`src/rtl/core/rpn_pkg.sv`:
```
package rpn_pkg;

  localparam int Depth = 16;
  localparam int FracBits = 32;
  localparam int CntW = 5;
  localparam logic [63:0] SignBit = 64'h8000_0000_0000_0000;
  localparam logic [63:0] MaxPos = 64'h7FFF_FFFF_FFFF_FFFF;

  typedef enum logic [3:0] {
    OP_PUSH = 4'd0, OP_ADD = 4'd1, OP_SUB = 4'd2, OP_MUL = 4'd3,
    OP_DIV = 4'd4, OP_SQR = 4'd5, OP_SQRT = 4'd6, OP_RECIP = 4'd7,
    OP_DROP = 4'd8, OP_SWAP = 4'd9, OP_ROT = 4'd10
  } op_t;

  typedef enum logic [1:0] {
    ERR_OK = 2'd0, ERR_UNDER = 2'd1, ERR_OVER = 2'd2, ERR_MATH = 2'd3
  } err_t;

  // Per-cell command issued to every cell of the stack chain.
  typedef enum logic [2:0] {
    CC_HOLD = 3'd0, CC_LOAD = 3'd1, CC_DOWN = 3'd2, CC_UP = 3'd3
  } cell_cmd_t;

  typedef struct packed {
    cell_cmd_t cmd;
    logic [63:0] data;
  } cell_ctl_t;

  function automatic logic [63:0] magnitude(input logic [63:0] v);
    magnitude = v[63] ? (64'd0 - v) : v;
  endfunction

  function automatic logic [63:0] apply_sign(input logic neg, input logic [63:0] m,
                                             input logic ovf);
    if (neg) begin
      apply_sign = (ovf || m > SignBit) ? SignBit : (64'd0 - m);
    end else begin
      apply_sign = (ovf || m > MaxPos) ? MaxPos : m;
    end
  endfunction

endpackage

```
`src/rtl/core/rpn_alu.sv`:
```
module rpn_alu (
  input  logic        clk,
  input  logic        rst,
  input  logic        start,
  input  logic        is_sqrt,
  input  logic        is_mul,
  input  logic [63:0] a,
  input  logic [63:0] b,
  output logic        done,
  output logic [63:0] result
);

  typedef enum logic [3:0] {
    S_IDLE = 4'b0001, S_MUL = 4'b0010, S_DIV = 4'b0100, S_SQRT = 4'b1000
  } alu_state_t;

  alu_state_t state;
  logic [6:0] step;
  logic [127:0] num;
  logic [64:0] rem;
  logic [63:0] q, d, root;
  logic neg, ovf;
  logic [127:0] prod;
  logic [1:0] part;
  logic [64:0] trial;
  logic [63:0] am, bm;
  logic [31:0] mpa, mpb;
  logic [63:0] pp;
  logic [66:0] sq_acc;
  logic [67:0] sq_trial;

  assign am = rpn_pkg::magnitude(a);
  assign bm = rpn_pkg::magnitude(b);
  assign trial = {rem[63:0], num[127]} - {1'b0, d};
  assign mpa = part[0] ? num[63:32] : num[31:0];
  assign mpb = part[1] ? d[63:32] : d[31:0];
  assign pp = mpa * mpb;
  // Square root: bring down two radicand bits, try (root << 2) | 1.
  assign sq_acc = {rem, num[127:126]};
  assign sq_trial = {1'b0, sq_acc} - {2'b00, root, 2'b01};

  always_ff @(posedge clk) begin
    if (rst) begin
      state <= S_IDLE;
      done <= 1'b0;
    end else begin
      done <= 1'b0;
      unique case (state)
        S_IDLE: if (start) begin
          neg <= (a[63] ^ b[63]);
          d <= bm;
          rem <= '0;
          q <= '0;
          ovf <= 1'b0;
          root <= '0;
          prod <= '0;
          part <= 2'd0;
          if (is_mul) begin
            num <= {64'd0, am};
            state <= S_MUL;
          end else if (is_sqrt) begin
            num <= {b, 64'd0} >> (64 - rpn_pkg::FracBits);
            step <= 7'd63;
            state <= S_SQRT;
          end else begin
            num <= {am, 64'd0} >> (64 - rpn_pkg::FracBits);
            step <= 7'd127;
            state <= S_DIV;
          end
        end
        S_MUL: begin
          prod <= prod + ({64'd0, pp} << ({5'd0, part[0] + part[1]} * 7'd32));
          part <= part + 2'd1;
          if (part == 2'd3) begin
            state <= S_IDLE;
            done <= 1'b1;
            result <= rpn_pkg::apply_sign(neg,
                        prod[rpn_pkg::FracBits +: 64] + (pp << (64 - rpn_pkg::FracBits)),
                        ((prod + ({64'd0, pp} << 64)) >> (64 + rpn_pkg::FracBits)) != 0);
          end
        end
        S_DIV: begin
          if (!trial[64]) rem <= trial;
          else rem <= {rem[63:0], num[127]};
          num <= num << 1;
          if (q[63]) ovf <= 1'b1;
          q <= {q[62:0], ~trial[64]};
          step <= step - 7'd1;
          if (step == 7'd0) begin
            state <= S_IDLE;
            done <= 1'b1;
            result <= rpn_pkg::apply_sign(neg, {q[62:0], ~trial[64]}, ovf | q[63]);
          end
        end
        S_SQRT: begin
          // One root bit per cycle.
          if (!sq_trial[67]) begin
            rem <= sq_trial[64:0];
            root <= {root[62:0], 1'b1};
          end else begin
            rem <= sq_acc[64:0];
            root <= {root[62:0], 1'b0};
          end
          num <= num << 2;
          step <= step - 7'd1;
          if (step == 7'd0) begin
            state <= S_IDLE;
            done <= 1'b1;
            result <= {root[62:0], ~sq_trial[67]};
          end
        end
        default: state <= S_IDLE;
      endcase
    end
  end

endmodule

```
`config.mk`:
```
export PLATFORM = sky130hd
export DESIGN_NAME = rpn_alu
export DESIGN_NICKNAME = d
export VERILOG_FILES = /design/src/rtl/core/rpn_pkg.sv /design/src/rtl/core/rpn_alu.sv
export SDC_FILE = /design/constraint.sdc
export NUM_CORES = 2
export LEC_CHECK = 0
export ABC_AREA = 0
export BUFFER_PORTS_ARGS = -buffer_cell sky130_fd_sc_hd__buf_2
export CAP_MARGIN = 20
export CORE_ASPECT_RATIO = 1.75
export CORE_MARGIN = 2
export CORE_UTILIZATION = 50
export DETAILED_ROUTE_END_ITERATION = 8
export GPL_TIMING_DRIVEN = 0
export PLACE_DENSITY = 0.75
export RECOVER_POWER = 100
export SYNTH_ARGS = -nofsm -noshare
export SYNTH_HDL_FRONTEND = slang
export SYNTH_SLANG_ARGS = --single-unit
```
`constraint.sdc`:
```
create_clock -name clk -period 18.95 [get_ports clk]
set_input_delay 1.895 -clock clk [delete_from_list [all_inputs] [get_ports clk]]
set_output_delay 1.895 -clock clk [all_outputs]
set_load 0.005 [all_outputs]
```
### Word level (Yosys, flattened, before mapping)

Cells that the tools add are included.

| storage, ports and cells | value |
|---|---|
| register bits after elaboration | 593 |

| cells by class | value |
|---|---|
| $add $sub $neg | 12 |
| multiply operators | 1 |
| magnitude comparators | 4 |
| equality and inequality tests | 12 |
| shifts and indexed selects | 1 |
| muxes and demuxes | 46 |
| bitwise gates (word level) | 5 |
| reduce and logical (&&, ||, !) cells | 22 |

Operators with widths:

| kind | count |
|---|---|
| 64-bit 2-to-1 mux | 11 |
| 128-bit case mux with 3 select lines | 1 |
| 128-bit adder | 2 |
| 128-bit 2-to-1 mux | 2 |
| 128-bit case mux with 2 select lines | 1 |
| 64-bit case mux with 2 select lines | 2 |
| 1-bit by 64-bit subtractor with 64-bit output (first input constant) | 4 |
| 65-bit 2-to-1 mux | 3 |
| 65-bit case mux with 3 select lines | 1 |
| 96-bit 2-to-1 mux | 2 |
| 64-bit case mux with 3 select lines | 1 |
| 64-bit by 63-bit > comparator with 1-bit output (second input constant) | 2 |
| 64-bit > comparator (second input constant) | 2 |
| 128-bit nonzero test | 1 |
| 64-bit by 6-bit << shifter with 128-bit output | 1 |
| 67-bit by 66-bit subtractor with 68-bit output | 1 |
| 65-bit by 64-bit subtractor with 65-bit output | 1 |
| 64-bit adder | 1 |
| 32-bit by 32-bit multiplier with 64-bit output | 1 |
| 32-bit 2-to-1 mux | 2 |
| 63-bit 2-to-1 mux | 1 |
| 7-bit 2-to-1 mux | 3 |
| 4-bit 2-to-1 mux | 5 |
| 3-bit AND reduction | 6 |
| other kinds (26) | 46 |

### Logic depth before layout (Yosys ltp)

| logic depth | value |
|---|---|
| depth in word-level cells | 9 |
| depth in mapped cells | 53 |

### Least setup slack after synthesis

OpenSTA, ideal clock, no wires.

| path | value |
|---|---|
| path kind | input-to-reg |
| start point | input start |
| end point | register step[0], enable pin |
| library setup time | 0.382 ns |
| arrival time | 12.373 ns |
| data required time | 18.568 ns |
| path slack | 6.196 ns |
| stages | 3 |
| path buffers | 0 |
| path through | nand2_1 a21oi_1 a21boi_0 |

| on the way | value |
|---|---|
| longest elaborated chain between the ends | 2 |

RTL lines:

| what | RTL line | source |
|---|---|---|
| from (decl) | rpn_alu.sv:4 | `input logic start,` |
| 2-bit inequality test (no source line) | - |  |
| 4-bit AND reduction (no source line) | - |  |
| to (signal assigned) | rpn_alu.sv:88 | `step <= step - 7'd1;` |
| to (signal assigned) | rpn_alu.sv:105 | `step <= step - 7'd1;` |
| to (decl) | rpn_alu.sv:18 | `logic [6:0] step;` |

Every way passes these cells.
A chain may end at the register's enable or synchronous reset.

### Worst setup path after layout

| path | value |
|---|---|
| start point | register part[0] |
| end point | register result[47] (data pin) |

| on the way | value |
|---|---|
| longest elaborated chain between the ends | 9 |
| elaborated cells on any way between the ends | 15 |
| those cells by class | add/sub (3); mul (1); order compare (2); mux (6); reduce/logical (3) |

RTL lines:

| what | RTL line | source |
|---|---|---|
| from (decl) | rpn_alu.sv:24 | `logic [1:0] part;` |
| from (signal assigned) | rpn_alu.sv:73 | `part <= part + 2'd1;` |
| 32-bit 2-to-1 mux (*) | rpn_alu.sv:35 | `assign mpa = part[0] ? num[63:32] : num[31:0];` |
| 32-bit by 32-bit multiplier with 64-bit output (*) | rpn_alu.sv:37 | `assign pp = mpa * mpb;` |
| 64-bit adder or 128-bit adder (tied branches) | rpn_alu.sv:78, rpn_alu.sv:79 |  |
| 64-bit by 63-bit > comparator with 1-bit output (tied with other cells) | rpn_pkg.sv:38 | `apply_sign = (ovf \|\| m > MaxPos) ? MaxPos : m;` |
| 1-bit logical OR (on tied branches) | rpn_pkg.sv:38, rpn_pkg.sv:36 |  |
| 64-bit 2-to-1 mux (on tied branches) | rpn_pkg.sv:38, rpn_pkg.sv:36 |  |
| 64-bit 2-to-1 mux (*) | rpn_pkg.sv:35 | `if (neg) begin` |
| 64-bit 2-to-1 mux (*) | rpn_alu.sv:74 | `if (part == 2'd3) begin` |
| 64-bit case mux with 3 select lines (*) | rpn_alu.sv:48 | `unique case (state)` |
| to (signal assigned) | rpn_alu.sv:77 | `result <= rpn_pkg::apply_sign(neg,` |
| to (signal assigned) | rpn_alu.sv:92 | `result <= rpn_pkg::apply_sign(neg, {q[62:0], ~trial[64]}, ovf \| q[63]);` |
| to (signal assigned) | rpn_alu.sv:109 | `result <= {root[62:0], ~sq_trial[67]};` |
| to (decl) | rpn_alu.sv:10 | `output logic [63:0] result` |

Mark *: on every way between the ends. The rest lies on a longest branch, timed or not. The select of a mux whose other input is x is not followed.

==> key figures <==
Outcome
  • Status: complete, but fails checks
  • Failing checks: capacitance limit, slew limit

Setup path
  • Critical path arrival: 19.02 ns
  • Worst setup SP type: flop
  • Crit path kind: reg -> reg
  • Crit path largest cell delay: 0.83 ns
  • R2R cell count: 46
  • Worst path required time: 19.34 ns
  • Worst path slowest cell: clkbuf_1
  • End of the critical path: result[47]
  • Crit. Startpoint: part[0]
  • Worst Setup End Kind: flop
  • R2r setup slk: roughly 0.31 ns
  • Most used cell, CP: fa_1
  • Critical Path Fanout Max: 10
  • R2r endpoint: result[47]
  • Crit Reg-Reg Startpoint: part[0]

CTS
  • Root buffer cell: clkbuf_16
  • Clk pin slew, worst setup/hold paths: 0.07 ns
  • Post_cts resized: 4
  • TritonCTS Buffers: 59
  • Setup bufs post-CTS: 0
  • CTS Hold Bufs: 0
  • Clock buffer depth: 3
  • CTS sink cnt: 593
  • Clock latency on the worst-skew pair: 0.76 ns
  • H-tree Lvls: 2
  • CTS tree: built

Die
  • Core area: ~160000 µm²
  • Die height: 540 µm
  • DIE AREA: 168000 µm²
  • Die Wd: just over 300 µm
  • Cell Rows: 196
  • Boundary Pins: 198
  • Initial core utilization: 0.504

Yosys
  • Post-Synthesis Cells: 9317
  • Post-Syn Area per Cell: 8.81 µm²
  • FFs w/ async S/R, synth: 0
  • Synthesized Nets: 10900
  • Seq/Total Area, Yosys: 0.216
  • Yosys warns: 0
  • Main synth FF type: edfxtp_1
  • Synth unique cells: 90
  • Number of synthesized flops with an enable pin: 588
  • Syn Std Cell Area: slightly above 80000 µm²
  • Yosys reg bits: 593

Run
  • Max Cap Viol: 14

Place
  • Post-DP Area: 87100 µm²
  • RePlAce Congestion: 1.10
  • Buffers on Ports: 194
  • Dpl hpwl: roughly 300 mm
  • DP Cell Count: 11800

Min path
  • Hold Crit Class: reg -> reg
  • Hold Path Stages: 1

Cells and area
  • Area Overhead vs Synth: 8.04%
  • Most common cell after layout, fill and taps aside: nor2_1
  • Most frequent cells in the layout: 1257 x nor2_1, 1049 x inv_1, 899 x fa_1
  • Non-Filler Instances: 11900
  • Final standard cell area without fillers: 88700 µm²
  • Nets: 11300
  • Layout cells sized above 1: 0.0505

Drt
  • Residual DRC: 0
  • Post-route ant nets: 0
  • Post-DR wirelength/cell: 29.6 µm
  • First DRT Iteration DRCs: approximately 8500
  • Vias per cell: 6.37
  • Vias: 75900
  • Total wire length: 353 mm
  • DR pass1 iterations: 9

Timing
  • RSZ-0062 raised after global routing: no
  • Hold slack final: 0.576 ns
  • Final Hold Viols: 0
  • Setup violators final: 0
  • Min Tclk post-route: 18.64 ns
  • Fmax: 53.7 MHz
  • Tightest Pin Transition: 2.66 ns
  • Final critical-path share of the clock period: 0.983
  • Worst clock skew: 0.0290 ns
  • Worst slew margin: -0.779
  • Final Max Slew Viols: approximately 360

GRT
  • Total global-route track usage: 0.419
  • First-pass GRT wire length: 506 mm
  • Grt ovf: 0
  • Vias in the first global route: 76400
  • Initial antenna violation count: 15
  • Largest net degree at the start of global routing: 41
logic make-up (layout without fill, tap and decap cells):
| group | count (synthesis) | count (layout) | synth area share |
|---|---|---|---|
| fa+ha+maj | 1458 | 1458 | 0.304 |
| simple gates | 2922 | 2922 | 0.161 |
| other cells | 0 | 12 | 0 |
| xor+xnor | 537 | 537 | 0.0573 |
| mux | 228 | 228 | 0.0289 |
| buf+inv | 1540 | 1944 | 0.0708 |
| compound gates | 2039 | 2039 | 0.162 |
| flops | 593 | 593 | 0.216 |
Yosys cell counts, drive strengths merged, types with 19 or more instances:
library cell	number	area, µm²
nand2	780	2940
or3	61	382
nand2b	70	438
a21oi	541	2710
or4	42	338
buf	41	191
nor2b	40	250
o31ai	71	538
o21bai	63	473
and3	53	332
mux2	70	788
mux2i	158	1580
nand4	108	676
clkbuf	450	1690
o41ai	27	236
o221ai	19	166
inv	1049	3940
o22ai	64	400
nor4	36	255
a21o	244	1830
o21a	73	548
edfxtp	588	17700
xor2	235	2060
nor3	120	601
a22oi	88	661
a31oi	37	231
ha	559	6990
and2	140	876
nand3	104	521
o211ai	88	706
o21ai	412	2060
a211oi	59	443
fa	899	18000
a22o	32	280
a221oi	39	342
nor2	1258	4730
a21boi	24	180
xnor2	302	2650
or2	30	188
how the worst min path moves through the flow:
stage              from       end  slack, ns
2_1_floorplan  num[125]  num[127]       0.52
3_3_place_gp    num[95]   num[97]       0.55
3_5_place_dp   num[115]  num[117]       0.56
4_1_cts        num[109]  num[111]       0.57
5_1_grt         num[65]   num[67]       0.58
6_report       num[109]  num[111]       0.58
layout make-up:
cell class / instances / area [µm²]
fillers: 15100 / 74400
multi-input cells: 7184 / 58600
flip-flops and latches: 593 / 17800
inverters: 1049 / 3940
well taps: 2178 / 2730
plain buffers: 491 / 1880
repair buffers: 295 / 1770
clock buffers: 68 / 1530
clock inverters: 41 / 499
diodes: 12 / 30.0
per-stage QoR:
step / utilization / TNS [ns] / worst slack [ns]
CTS: 0.547 / 0 / 0.0188
floorplan: - / 0 / 6.20
finish: 0.544 / 0 / 0.315
detailed placement: 0.534 / -1.65 / -0.502
global route: 0.544 / 0 / 0.100
global placement: 0.526 / -68.21 / -1.87
registers in the layout (all words and copies together) (netlist names):
register	cells
state	4
neg	1
d	64
prod	128
step	7
num	128
done	1
root	64
part	2
q	64
result	64
rem	65
ovf	1
worst max-delay path, delay by kind of cell, from the launching register on:
kind | cells | cell delay, ns
adder cells (fa/ha/maj) | 10 | 5.15
flip-flops | 1 | 0.43
AND/OR/NAND/NOR | 9 | 2.72
AO/OA/AOI/OAI | 12 | 4.81
multiplexers | 1 | 0.44
buffers and inverters | 12 | 3.99
XOR/XNOR | 2 | 0.68
routing by layer:
layer,up-vias,GRT usage,share of wire
met4,12,0.403,0.13
met2,4599,0.680,0.46
met3,1679,0.0810,0.088
met1,37000,0.451,0.32
met5,-,0,0.00026
li1,32600,-,-
Power is not shown: default switching activity piles up to over one toggle a cycle in this logic, so the estimate is an artifact.
