--- config.mk ---
export PLATFORM = sky130hd
export DESIGN_NAME = rpn_cell
export DESIGN_NICKNAME = d
export VERILOG_FILES = /design/src/rtl/core/rpn_pkg.sv /design/src/rtl/core/rpn_cell.sv
export SDC_FILE = /design/constraint.sdc
export NUM_CORES = 1
export LEC_CHECK = 0
export BUFFER_PORTS_ARGS = -buffer_cell sky130_fd_sc_hd__buf_2
export CAP_MARGIN = 5
export CORE_AREA = 2 2 101 103
export DETAILED_ROUTE_END_ITERATION = 6
export DIE_AREA = 0 0 103 105
export HOLD_SLACK_MARGIN = 0.05
export PLACE_DENSITY = 0.72
export SETUP_SLACK_MARGIN = 0.05
export SYNTH_ARGS = -nofsm -noshare
export SYNTH_HDL_FRONTEND = slang
export SYNTH_SLANG_ARGS = --single-unit
export TNS_END_PERCENT = 100
--- constraint.sdc ---
create_clock -name clk -period 3.7 [get_ports clk]
set_input_delay 0.37 -clock clk [delete_from_list [all_inputs] [get_ports clk]]
set_output_delay 0.37 -clock clk [all_outputs]
set_load 0.005 [all_outputs]
--- src/rtl/core/rpn_pkg.sv ---
package rpn_pkg;

  localparam int Depth = 16;
  localparam int FracBits = 32;
  localparam int CntW = 5;
  localparam logic [63:0] SignBit = 64'h8000_0000_0000_0000;
  localparam logic [63:0] MaxPos = 64'h7FFF_FFFF_FFFF_FFFF;

  typedef enum logic [3:0] {
    OP_PUSH = 4'd0, OP_ADD = 4'd1, OP_SUB = 4'd2, OP_MUL = 4'd3,
    OP_DIV = 4'd4, OP_SQR = 4'd5, OP_SQRT = 4'd6, OP_RECIP = 4'd7,
    OP_DROP = 4'd8, OP_SWAP = 4'd9, OP_ROT = 4'd10
  } op_t;

  typedef enum logic [1:0] {
    ERR_OK = 2'd0, ERR_UNDER = 2'd1, ERR_OVER = 2'd2, ERR_MATH = 2'd3
  } err_t;

  // Per-cell command issued to every cell of the stack chain.
  typedef enum logic [2:0] {
    CC_HOLD = 3'd0, CC_LOAD = 3'd1, CC_DOWN = 3'd2, CC_UP = 3'd3
  } cell_cmd_t;

  typedef struct packed {
    cell_cmd_t cmd;
    logic [63:0] data;
  } cell_ctl_t;

  function automatic logic [63:0] magnitude(input logic [63:0] v);
    magnitude = v[63] ? (64'd0 - v) : v;
  endfunction

  function automatic logic [63:0] apply_sign(input logic neg, input logic [63:0] m,
                                             input logic ovf);
    if (neg) begin
      apply_sign = (ovf || m > SignBit) ? SignBit : (64'd0 - m);
    end else begin
      apply_sign = (ovf || m > MaxPos) ? MaxPos : m;
    end
  endfunction

endpackage

--- src/rtl/core/rpn_cell.sv ---
module rpn_cell (
  input  logic                  clk,
  input  rpn_pkg::cell_ctl_t    ctl,
  input  logic                  sel,
  input  logic                  sel_load,
  input  logic [63:0]           from_above,
  input  logic [63:0]           from_below,
  output logic [63:0]           value
);

  // One stack slot: load, take the neighbor's value, or hold.
  always_ff @(posedge clk) begin
    if (sel_load) begin
      value <= ctl.data;
    end else if (sel) begin
      unique case (ctl.cmd)
        rpn_pkg::CC_DOWN: value <= from_above;
        rpn_pkg::CC_UP:   value <= from_below;
        default:          value <= value;
      endcase
    end
  end

endmodule

Yosys cells after proc, flatten, opt, wreduce, memory -nomap -nowiden
Index checks and enable logic that the tools add are counted.
- input bits: 198
- register bits: 64
- word-level logic and storage cells: 9
- output and inout port bits: 64
- equality and inequality tests: 2
- reductions and logical operators: 3
- multiplexer cells: 3
- operators by type and width (cell ; number):
    two-way mux 64 bit ; 2
    one-hot mux 64 bit (2 select lines) ; 1
    equality test 3 x 2 -> 1 bit (second input constant) ; 2
    nonzero test 3 bit ; 1
    AND reduction 2 bit ; 1
    nonzero test 2 bit ; 1

Logic depth before layout (Yosys ltp)
Gate-level depths: netlist (run 1).
- word-level depth: 4
- gate-level depth with buffers: 5
- gate-level depth less buffers: 3

Worst setup path before layout (run 1)
OpenSTA, ideal clock, no wires.
- kind: input to register
- start point: in sel_load
- end point: reg value[0] (enable)
- data required time: 3.302 ns
- stages on the path: 3
- library setup time: 0.398 ns
- buffers on the path: 2
- arrival: 1.618 ns
- setup slack: 1.684 ns
- path through: buf_2 > buf_2 > a31o_2
- longest elaborated chain between the ends: 2
- elaborated cells between the ends (all ways): 3
- those cells by class: reduce/logical (3)
- RTL lines (element ; RTL line ; RTL):
    from (decl) ; rpn_cell.sv:5 ; input logic sel_load,
    nonzero test 3 bit (no source line) or nonzero test 2 bit (tied branches) ; n/a ;
    AND reduction 2 bit (no source line) (*) ; n/a ;
    to (signal assigned) ; rpn_cell.sv:14 ; value <= ctl.data;
    to (signal assigned) ; rpn_cell.sv:17 ; rpn_pkg::CC_DOWN: value <= from_above;
    to (signal assigned) ; rpn_cell.sv:18 ; rpn_pkg::CC_UP: value <= from_below;
    to (decl) ; rpn_cell.sv:8 ; output logic [63:0] value
Mark *: on every way between the ends. The rest lies on a longest branch, timed or not.
A chain may end at the register's enable or synchronous reset.

Worst setup path after layout (run 1)
- start point: in ctl[66] in the netlist's numbering
- end point: reg value[8], data pin
- longest elaborated chain between the ends: 4
- elaborated cells between the ends (all ways): 5
- those cells by class: eq/ne (2); mux (3)
- RTL lines (element ; RTL line ; RTL):
    from (decl) ; rpn_cell.sv:3 ; input rpn_pkg::cell_ctl_t ctl,
    equality test 3 x 2 -> 1 bit ; rpn_cell.sv:16 ; unique case (ctl.cmd)
    one-hot mux 64 bit (2 select lines) (*) ; rpn_cell.sv:16 ;
    two-way mux 64 bit (*) ; rpn_cell.sv:15 ; end else if (sel) begin
    two-way mux 64 bit (*) ; rpn_cell.sv:13 ; if (sel_load) begin
Mark *: on every way between the ends. The rest lies on a longest branch, timed or not. The select of a mux whose other input is x is not followed.

==> results of run 1 <==
[layer usage]
metal | vias to the layer above | share of wire, % | track usage [%]
met3 | 20 | 8.4 | 4.080
li1 | 1720 | - | -
met5 | - | 0 | 0
met4 | 0 | 2.6 | 8.647
met1 | 1602 | 37 | 19.11
met2 | 179 | 52 | 32.33
[stage by stage]
step	utilization [%]	instance area, sq um	setup WS [ns]
floorplan	-	3431	1.684
global placement	49.09	4732	1.630
detailed placement	49.09	4732	1.601
CTS	50.95	4911	1.983
global route	50.95	4911	1.829
finish	50.95	4911	1.961
[layout by cell type (no fill, tap or decap)]
cell type and count:
inv_1 1, clkbuf_1 2, clkbuf_8 9, nor2b_1 64, clkinv_1 2, edfxtp_1 64, buf_4 3, bufinv_16 1
clkinv_2 2, nand2_1 64, nand3b_1 1, a21oi_1 128, and3b_2 1, buf_2 260, a31o_4 1
[kinds of logic after synthesis]
kind of cell | after synthesis
AND/OR/NAND/NOR | 130
AO/OA/AOI/OAI | 129
flip-flops | 64
buffers and inverters | 29
[cells in the mapped netlist]
master	number	area (sq um)
a31o_2	1	8.760
clkbuf_1	6	22.52
buf_6	1	11.26
inv_1	1	3.750
nor2b_1	64	400.4
nand2_1	64	240.2
a21oi_1	128	640.6
buf_8	6	90.09
edfxtp_1	64	1922
buf_2	15	75.07
nand3b_1	1	7.510
and3b_1	1	8.760
[path summary, 6_finish.rpt]
| check | cells past startpoint | to | start | slack, ns |
|---|---|---|---|---|
| worst min-delay path | 3 | value[3] | ctl[3] | 0.35 |
| worst max-delay path | 4 | value[8] | ctl[66] | 1.96 |
[power by group through the flow]
stage / logic [mW] / registers [mW] / clock network [mW]
6_report: 0.357 / 0.917 / 0.567
5_1_grt: 0.397 / 0.926 / 0.613
4_1_cts: 0.361 / 0.918 / 0.591
3_5_place_dp: 0.360 / 0.933 / 0
3_3_place_gp: 0.353 / 0.929 / 0
2_1_floorplan: 0.139 / 0.946 / 0
[cell type report]
class                           count  area [sq um]  area share, %
Sequential cell                    64          1922          39.13
Timing Repair Buffer              263          1324          26.96
Multi-Input combinational cell    259          1316          26.80
Tap cell                          133         166.4          3.389
Clock buffer                       11         131.4          2.675
Clock inverter                      5         47.55         0.9682
Inverter                            1         3.754        0.07643
[critical path, cell delays in order]
cell	delay [ns]
buf_2	0.11
and3b_2	1.01
a21oi_1	0.19
a21oi_1	0.21
==> flow_metrics.env, run 1 <==
export IMPL_first_global_vias=3291
export IMPL_core_area_sq_um=9639
export IMPL_dr_total_vias=3521
export IMPL_cp_required_ns=3.87
export IMPL_finalCritPeriodShare_pct=47.01
export IMPL_clock_sinks=64
export IMPL_startpoint_type="primary input"
export IMPL_cts_buffer_depth=2
export IMPL_rows=36
export IMPL_worstSetupEndpointType="register"
export IMPL_synth_compound_area_share_pct=18.93
export IMPL_routabilityCongestion=0.8891
export IMPL_worstPathArrival_ns=1.91
export IMPL_switching_share_pct=24.84
export IMPL_status="completed"
export IMPL_tightest_slew_ns=1.148
export IMPL_cts_tree="yes"
export IMPL_dieArea_sq_um=10820
export IMPL_routed_wl_microns=10180
export IMPL_dieWidth_microns=103
export IMPL_static_leakage_power_nw=2.344
export IMPL_ioPinCount=262
export IMPL_largestRegisters="value x64"
export IMPL_timing_final_max_slew_violations=0
export IMPL_synth_xor_area_share_pct=0
export IMPL_switching_power_mw=0.4572
export IMPL_numCtsBuffers=9
export IMPL_clk_pin_slew_worst_paths_ns=0.08
export IMPL_vias_per_cell=4.784
export IMPL_cp_max_fo=64
export IMPL_syn_cell_area_sq_um=3431
export IMPL_route_detailed_drc=0
export IMPL_muxShareOfSynthArea_pct=0
export IMPL_min_period_ns=1.739
export IMPL_first_pass_iters=4
export IMPL_finalSetupTns_ns=0
export IMPL_p_int_mw=1.384
export IMPL_synth_simple_area_share_pct=19.15
export IMPL_total_power_mw=1.841
export IMPL_postCtsSetupBuffers=0
export IMPL_syn2layout_area_growth_pct=43.14
export IMPL_initial_core_util_pct=35.59
export IMPL_syn_area_per_cell_sq_um=9.747
export IMPL_hold_viol=0
export IMPL_hold_ws_ns=0.3494
export IMPL_antenna_found_initial=0
export IMPL_irDropWorstVdd_mv=0.1471
export IMPL_pwr_share_seq_pct=49.8
export IMPL_p_comb_share_pct=19.4
export IMPL_yosysUniqueCellTypes=12
export IMPL_drive_gt1_share_pct=45.94
export IMPL_ctsHtreeMaxLevel=3
export IMPL_grt_pass1_wl_microns=15040
export IMPL_hold_buffers=0
export IMPL_regMostFlops="value"
export IMPL_rsz0062_at_grt="no"
export IMPL_dp_hpwl_microns=7389
export IMPL_maxCapViolations=0
export IMPL_relSlewSlack_pct=23.47
export IMPL_detail_route_antenna_nets=0
export IMPL_fmax_ghz=0.5749
export IMPL_ys_ff_latch=64
export IMPL_instances_no_fill=736
export IMPL_ys_seq_area_share_pct=56.02
export IMPL_root_buffer="clkbuf_8"
export IMPL_finalNetCount=796
export IMPL_die_y_microns=105
export IMPL_clkPwrFrac_pct=30.8
export IMPL_yosys_warnings=0
export IMPL_cts_resized_gates=0
export IMPL_wl_per_cell_microns=13.82
export IMPL_drt_iter0_markers=110
export IMPL_setup_viol=0
export IMPL_grt_ovfl_total=0
export IMPL_fillers=929
export IMPL_dp_cells=720
export IMPL_synth_top_family_by_area="simple AND/OR/NAND/NOR gates"
export IMPL_largest_reg_flops=64
export IMPL_io_buffer_count=261
export IMPL_grt_usage_pct=17.90
export IMPL_powerDensity_nw_per_um2=374.8
export IMPL_min_path_type="in -> reg"
export IMPL_grt_max_degree=67
export IMPL_netlist_instances=352
export IMPL_antenna_cells=0
export IMPL_synth_nets=550
export IMPL_synth_fa_ha_area_share_pct=0
export IMPL_crit_type="in -> reg"
(Power assumes the default switching activity.)
==> run 2, diff against run 1 <==
Settings changed: ABC_AREA from default to 1, CORE_AREA 2 2 101 103 to default, CORE_ASPECT_RATIO from default to 0.7, CORE_MARGIN from default to 2, CORE_UTILIZATION from default to 38, DIE_AREA 0 0 103 105 to default, PLACE_DENSITY 0.72 to 0.77.
Clock period 3.7 ns to 1.6 ns, I/O delays scaled along.
==> run 2 against run 1 <==
Net effect: final area is 14% higher; cell count is 27% higher; power grew to 2.7 times the previous value; critical path depth is 3 lower; die area is 1.5% higher; via count is 14% higher; synthesized cell count is 55% higher; utilization is 6.0 points higher; sequential cell count stayed put; highest routed layer unchanged.
==> flow_metrics.env, run 2 <==
export IMPL_status="completed"
export IMPL_grt_max_degree=65
export IMPL_hold_ws_ns=0.1100
export IMPL_min_period_ns=1.029
export IMPL_cts_buffer_depth=2
export IMPL_vias_per_cell=4.314
export IMPL_ctsHtreeMaxLevel=3
export IMPL_netlist_instances=545
export IMPL_routabilityCongestion=0.8615
export IMPL_total_power_mw=4.893
export IMPL_regMostFlops="value"
export IMPL_yosysTopAreaCell="edfxtp_1"
export IMPL_powerDensity_nw_per_um2=876.9
export IMPL_irDropWorstVdd_mv=0.5573
export IMPL_hold_buffers=0
export IMPL_cp_depth=1
export IMPL_root_buffer="clkbuf_16"
export IMPL_drt_iter0_markers=235
export IMPL_yosysUniqueCellTypes=10
export IMPL_rsz0062_at_grt="no"
export IMPL_slowest_delay_ns=0.40
export IMPL_synth_common_cells="nand2_1, inv_1, nand3_1"
export IMPL_finalNetCount=997
export IMPL_crit_type="reg -> out"
export IMPL_cp_required_ns=1.44
export IMPL_static_leakage_power_nw=3.381
export IMPL_clk_pin_slew_worst_paths_ns=0.06
export IMPL_finalCritPeriodShare_pct=64.29
export IMPL_grt_usage_pct=20.32
export IMPL_tightest_slew_ns=0.4634
export IMPL_syn_area_per_cell_sq_um=7.073
export IMPL_ys_seq_area_share_pct=49.85
export IMPL_route_detailed_drc=0
export IMPL_cts_resized_gates=0
export IMPL_postCtsSetupBuffers=0
export IMPL_largest_reg_flops=64
export IMPL_synth_edf_count=64
export IMPL_timing_final_max_slew_violations=0
export IMPL_ioPinCount=262
export IMPL_instances_no_fill=933
export IMPL_grt_pass1_wl_microns=17750
export IMPL_dp_hpwl_microns=8233
export IMPL_post_route_cell_area_sq_um=5579
export IMPL_core_area_sq_um=9797
export IMPL_cp_max_fo=1
export IMPL_crit_slowest_cell="edfxtp_1"
export IMPL_rows=30
export IMPL_cp_top_family="flip-flops"
export IMPL_drive_gt1_share_pct=35.45
export IMPL_worstSetupEndpointType="primary output"
export IMPL_dieArea_sq_um=10980
export IMPL_first_pass_iters=4
export IMPL_finalSetupTns_ns=0
export IMPL_hp_start="ctl[53]"
export IMPL_relSlewSlack_pct=69.10
export IMPL_first_global_vias=3679
export IMPL_maxCapViolations=0
export IMPL_cts_tree="yes"
export IMPL_dieWidth_microns=124.4
export IMPL_detail_route_antenna_nets=0
export IMPL_synth_most_common_cell="nand2_1"
export IMPL_min_path_type="in -> reg"
export IMPL_routed_wl_microns=11260
export IMPL_ys_top_cells_by_area="edfxtp_1, nand2_1, inv_1, nand3_1, buf_4"
export IMPL_wl_per_cell_microns=12.07
export IMPL_synth_nets=743
export IMPL_hold_viol=0
export IMPL_worstHoldPathCells=3
export IMPL_dp_cells=916
export IMPL_synthArstFlopShare_pct=0
export IMPL_startpoint_type="register"
export IMPL_clock_sinks=64
export IMPL_die_y_microns=88.27
export IMPL_cp_cell_sequence="buf_2"
export IMPL_final_common_cell="buf_2"
export IMPL_yosys_warnings=0
export IMPL_fmax_ghz=0.9722
export IMPL_setup_viol=0
export IMPL_initial_core_util_pct=39.35
export IMPL_largestRegisters="value x64"
export IMPL_ys_ff_latch=64
export IMPL_synth_top_cell_area_share_pct=49.85
export IMPL_worstPathArrival_ns=0.87
export IMPL_syn_cell_area_sq_um=3855
export IMPL_final_cell_mix="buf_2, nand2_1, inv_1"
export IMPL_numCtsBuffers=9
export IMPL_fillers=962
export IMPL_grt_ovfl_total=0
export IMPL_crit_start="value[46]"
export IMPL_ys_flop_type="edfxtp_1"
export IMPL_dr_total_vias=4025
export IMPL_antenna_found_initial=1
export IMPL_crit_buf_inv=1
export IMPL_io_buffer_count=261
export IMPL_syn2layout_area_growth_pct=44.73
export IMPL_place_area_sq_um=5296
run 2: final timing paths:
path / endpoint / slack (ns)
hold / removal: value[53] / 0.11
setup / recovery: value[46] / 0.57
run 2: kinds of logic (layout without fill, tap and decap cells):
family | after synthesis | in the layout | synth area share [%]
buffers and inverters | 156 | 415 | 16.03
AND/OR/NAND/NOR | 325 | 325 | 34.11
other | 0 | 1 | 0
flip-flops | 64 | 64 | 49.85
run 2: power breakdown:
part / internal, mW / switching, mW
clock network: 1.19 / 0.673
logic: 0.436 / 0.472
registers: 2.08 / 0.0440
total: 3.70 / 1.19
run 2: area by class of cell:
cell class | count | area (sq um) | share of cell area (%)
Clock buffer | 11 | 232.7 | 4.171
Timing Repair Buffer | 269 | 1404 | 25.16
Clock inverter | 5 | 47.55 | 0.8522
Sequential cell | 64 | 1922 | 34.45
Antenna cell | 1 | 2.502 | 0.04485
Tap cell | 128 | 160.2 | 2.871
Inverter | 130 | 488.0 | 8.746
Multi-Input combinational cell | 325 | 1323 | 23.70
run 2: routing by layer:
metal	part of all wire (%)	vias to the layer above	GRT usage, %
met2	48	173	35.52
li1	-	2126	-
met1	42	1710	25.34
met4	1.6	0	6.231
met3	7.9	16	5.200
met5	0	-	0
run 2: through the flow:
step	worst slack [ns]	util, %
2_1_floorplan	0.09373	-
3_3_place_gp	0.3436	54.06
3_5_place_dp	0.3240	54.06
4_1_cts	0.5449	56.92
5_1_grt	0.5450	56.95
6_report	0.5714	56.95
